## config.mk

```make
export PLATFORM = sky130hd
export DESIGN_NAME = xtea_half_round
export DESIGN_NICKNAME = d
export VERILOG_FILES = /design/src/design/xtea_pkg.sv /design/src/design/xtea_half_round.sv
export SDC_FILE = /design/constraint.sdc
export NUM_CORES = 1
export LEC_CHECK = 0
export ABC_AREA = 1
export BUFFER_PORTS_ARGS = -buffer_cell sky130_fd_sc_hd__buf_4
export CAP_MARGIN = 20
export CORE_MARGIN = 2
export CORE_UTILIZATION = 58
export DETAILED_ROUTE_END_ITERATION = 10
export PLACE_DENSITY = 0.91
export SLEW_MARGIN = 20
export SYNTH_ARGS = -nofsm -noshare
export SYNTH_HDL_FRONTEND = slang
export SYNTH_SLANG_ARGS = --single-unit
```

## constraint.sdc

```tcl
create_clock -name vclk -period 13.5
set_clock_uncertainty 0.1 [all_clocks]
set_input_delay 0.675 -clock vclk [all_inputs]
set_output_delay 0.675 -clock vclk [all_outputs]
set_load 0.01 [all_outputs]
```

## src/design/xtea_pkg.sv

```systemverilog
package xtea_pkg;

   localparam int WORD_BITS      = 32;
   localparam int KEY_WORDS      = 4;
   localparam int KEY_SEL_BITS   = 2;
   localparam int CSR_INDEX_BITS = 8;
   localparam int SUM_SHIFT      = 11;

   localparam logic [WORD_BITS-1:0] DELTA = 32'h9E37_79B9;

   localparam logic CMD_FORWARD = 1'b0;
   localparam logic CMD_INVERSE = 1'b1;

   typedef logic [KEY_WORDS-1:0][WORD_BITS-1:0] key_array_type;

   typedef struct packed {
      logic                 command;
      logic [WORD_BITS-1:0] left;
      logic [WORD_BITS-1:0] right;
   } stage_type;

   function automatic logic [WORD_BITS-1:0] mix_word(input logic [WORD_BITS-1:0] v);
      return ((v << 4) ^ (v >> 5)) + v;
   endfunction

endpackage

```

## src/design/xtea_half_round.sv

```systemverilog
module xtea_half_round import xtea_pkg::*; #(
   parameter int CIPHER_CYCLES = 64,
   parameter int STAGE         = 0
) (
   input  stage_type     d,
   input  key_array_type key,
   output stage_type     q
);

   localparam int ROUND = STAGE / 2;
   localparam bit ODD   = (STAGE % 2) == 1;

   // round sums are fixed per position; only the direction picks between them
   localparam int FWD_COUNT = ODD ? ROUND + 1 : ROUND;
   localparam int INV_COUNT = ODD ? CIPHER_CYCLES - ROUND - 1 : CIPHER_CYCLES - ROUND;

   localparam logic [2*WORD_BITS-1:0] FWD_PROD = (2*WORD_BITS)'(DELTA) * (2*WORD_BITS)'(FWD_COUNT);
   localparam logic [2*WORD_BITS-1:0] INV_PROD = (2*WORD_BITS)'(DELTA) * (2*WORD_BITS)'(INV_COUNT);
   localparam logic [WORD_BITS-1:0]   FWD_SUM  = FWD_PROD[WORD_BITS-1:0];
   localparam logic [WORD_BITS-1:0]   INV_SUM  = INV_PROD[WORD_BITS-1:0];

   localparam logic [KEY_SEL_BITS-1:0] FWD_KEY =
      ODD ? KEY_SEL_BITS'(FWD_SUM >> SUM_SHIFT) : KEY_SEL_BITS'(FWD_SUM);
   localparam logic [KEY_SEL_BITS-1:0] INV_KEY =
      ODD ? KEY_SEL_BITS'(INV_SUM) : KEY_SEL_BITS'(INV_SUM >> SUM_SHIFT);

   logic                 inverse;
   logic                 update_left;
   logic [WORD_BITS-1:0] sum_key;
   logic [WORD_BITS-1:0] other;
   logic [WORD_BITS-1:0] target;
   logic [WORD_BITS-1:0] f;
   logic [WORD_BITS-1:0] target_new;

   always_comb begin
      inverse     = d.command == CMD_INVERSE;
      // forward runs left on even positions, inverse runs right first
      update_left = inverse ? ODD : !ODD;
      sum_key     = inverse ? INV_SUM + key[INV_KEY] : FWD_SUM + key[FWD_KEY];
      other       = update_left ? d.right : d.left;
      target      = update_left ? d.left : d.right;
      f           = mix_word(other) ^ sum_key;
      target_new  = inverse ? target - f : target + f;
      q           = d;
      if (update_left) begin
         q.left = target_new;
      end else begin
         q.right = target_new;
      end
   end

endmodule

```

==> results.cfg <==
[timing]
rsz0062_at_grt = no
setup_violations = 0
period_share_pct = 59.88
final-max-slew-violation-count = 0
fin_tns_setup_ns = 0
hold_violations = 0
max_freq_mhz = 123.7
min_period_ns = 8.083
slew-limit-headroom_pct = 36.86
tightestPinTransition_ns = 0.9472

[layout]
syn_to_final_growth_pct = 20.17
layout.cells.non_filler = 1762
fillCellCount = 1218
final_util_pct = 71.01
fin_area_sq_mm = 0.008925
fin_nets = 1852
final-seq-area_sq_um = 0
drive_above_1_share_pct = 16.42
num-clock-buffers = 0
diodes = 0
seq_cell_count = 0

[synth]
avgSynthCellArea_sq_um = 5.197
synth_top_cells_by_area = nand2_1 27%, ha_1 11%, nand3_1 7.8%, inv_1 7.8%, xor2_1 6.7%
yosys.area.top_type = nand2_1
yosysUniqueCellTypes = 52
synth_fp_nets = 1689
yosysWarnings = 0
synth_sequential_area_ratio_pct = 0
syn_inst = 1429
syn-cell-area_sq_mm = 0.007427
synth_top_area_share_pct = 27.49

[global_route]
grt-ovfl-total = 0
grt_use_total_pct = 33.60
grt_max_degree = 141
grt_first_pass_wirelength_microns = 37350
first_global_vias = 8212
antenna_found_initial = 0

[worst_setup_path]
crit_path_max_fanout = 103
critPathLaunchType = input pin
cp_slowest_stage_delay_ns = 0.72
critPathKind = in2out
crit_buf_inv = 5
cp_slowest_cell = buf_4
cp.required_ns = 12.73
worst_ep_arrival_time_ns = 7.31
worstSetupStartpoint = d[64]
crit_family = compound AO/OA/AOI/OAI gates
critPathCaptureType = output pin

[power_and_ir_drop]
p_leak_uw = 0.005135
pwr_density_cell_mw_per_mm2 = 124.4
p_total_uw = 1110
ir_drop_uv = 54.80

[drt]
ant_nets = 0
first_pass_iters = 5
wl_per_cell_microns = 13.70
wirelength_microns = 24140
viasPerCell = 5.488
drtIter0Drc = 783
vias = 9669
drc = 0

[hold_path]
min_path_type = in2out
hold_start = d[58]

[floorplanning]
rows = 41
io_pins = 258
core_area_sq_mm = 0.01257
die_w_microns = 117.2
die-area_sq_mm = 0.01373
die_h_microns = 117.2
initial_core_util_pct = 59.09

[placement]
dp_cells = 1762
io_buffers = 194
place_area_sq_mm = 0.008925
place_congestion = 0.9985
post-dp-hpwl_microns = 20840

[status]
status = finished, final reports clean

[clocking]
cts_resized = 0
postCtsSetupRepairBufs = 0
ctsHoldBuffers = 0

[job]
cap_violations = 0
-- metrics by stage --
step / setup slack [ns] / hold slack (ns)
3_5_place_dp: 5.525 / 1.559
5_1_grt: 4.996 / 1.574
3_3_place_gp: 5.713 / 1.559
4_1_cts: 5.518 / 1.559
2_1_floorplan: 6.591 / 1.342
6_report: 5.417 / 1.558
-- power by group --
group | switching [uW] | total, uW | internal (uW)
Clock | 0 | 0 | 0
Sequential | 0 | 0 | 0
Combinational | 665 | 1110 | 445
Total | 665 | 1110 | 445
-- layer usage --
| layer | global-route usage (%) | vias to the layer above | wire [microns] |
|---|---|---|---|
| li1 | - | 4969 | - |
| met1 | 48.68 | 4278 | 11080 |
| met2 | 55.82 | 388 | 10690 |
| met3 | 2.111 | 34 | 1987 |
| met4 | 5.176 | 0 | 380 |
| met5 | 0 | - | 0 |
-- cell usage after synthesis, drive strengths merged (2+ instances only) --
| cell | count |
|---|---|
| a211oi | 2 |
| or2 | 15 |
| o211ai | 8 |
| o21bai | 4 |
| nor4 | 2 |
| ha | 65 |
| nor2 | 102 |
| inv | 159 |
| nand2 | 568 |
| o21ai | 108 |
| nor3 | 13 |
| nand4 | 21 |
| xnor2 | 35 |
| and2 | 3 |
| a21o | 4 |
| fa | 2 |
| a21boi | 3 |
| buf | 17 |
| nand3b | 11 |
| a31oi | 11 |
| xor2 | 60 |
| a21oi | 69 |
| nand3 | 121 |
| clkbuf | 18 |
-- logic make-up (layout without fill, tap and decap cells) --
| group | after synthesis | count (layout) | synth area share (%) |
|---|---|---|---|
| xor+xnor | 95 | 95 | 12.37 |
| simple gates | 858 | 858 | 49.71 |
| buf+inv | 194 | 355 | 10.68 |
| mux | 1 | 1 | 0.1348 |
| fa+ha+maj | 67 | 67 | 11.49 |
| compound gates | 214 | 214 | 15.62 |
-- layout make-up --
class / count / area [sq um] / share of cell area [%]
inverter: 159 / 604.3 / 6.771
multi-input combinational: 1235 / 6634 / 74.33
tap: 172 / 215.2 / 2.411
timing repair buffer: 196 / 1471 / 16.49
-- worst paths after layout --
path / to / slack [ns] / depth (start not counted)
worst max-delay path: q[28] / 5.42 / 28
worst min-delay path: q[58] / 1.56 / 4
-- layout by cell type (no fill, tap or decap), drive strengths merged, types with 21 or more instances in the layout --
master    n
nand2   568
xor2     60
nand3   121
xnor2    35
o21ai   108
buf     196
inv     159
nor2    102
a21oi    69
ha       65
nand4    21
(Power assumes the default switching activity.)
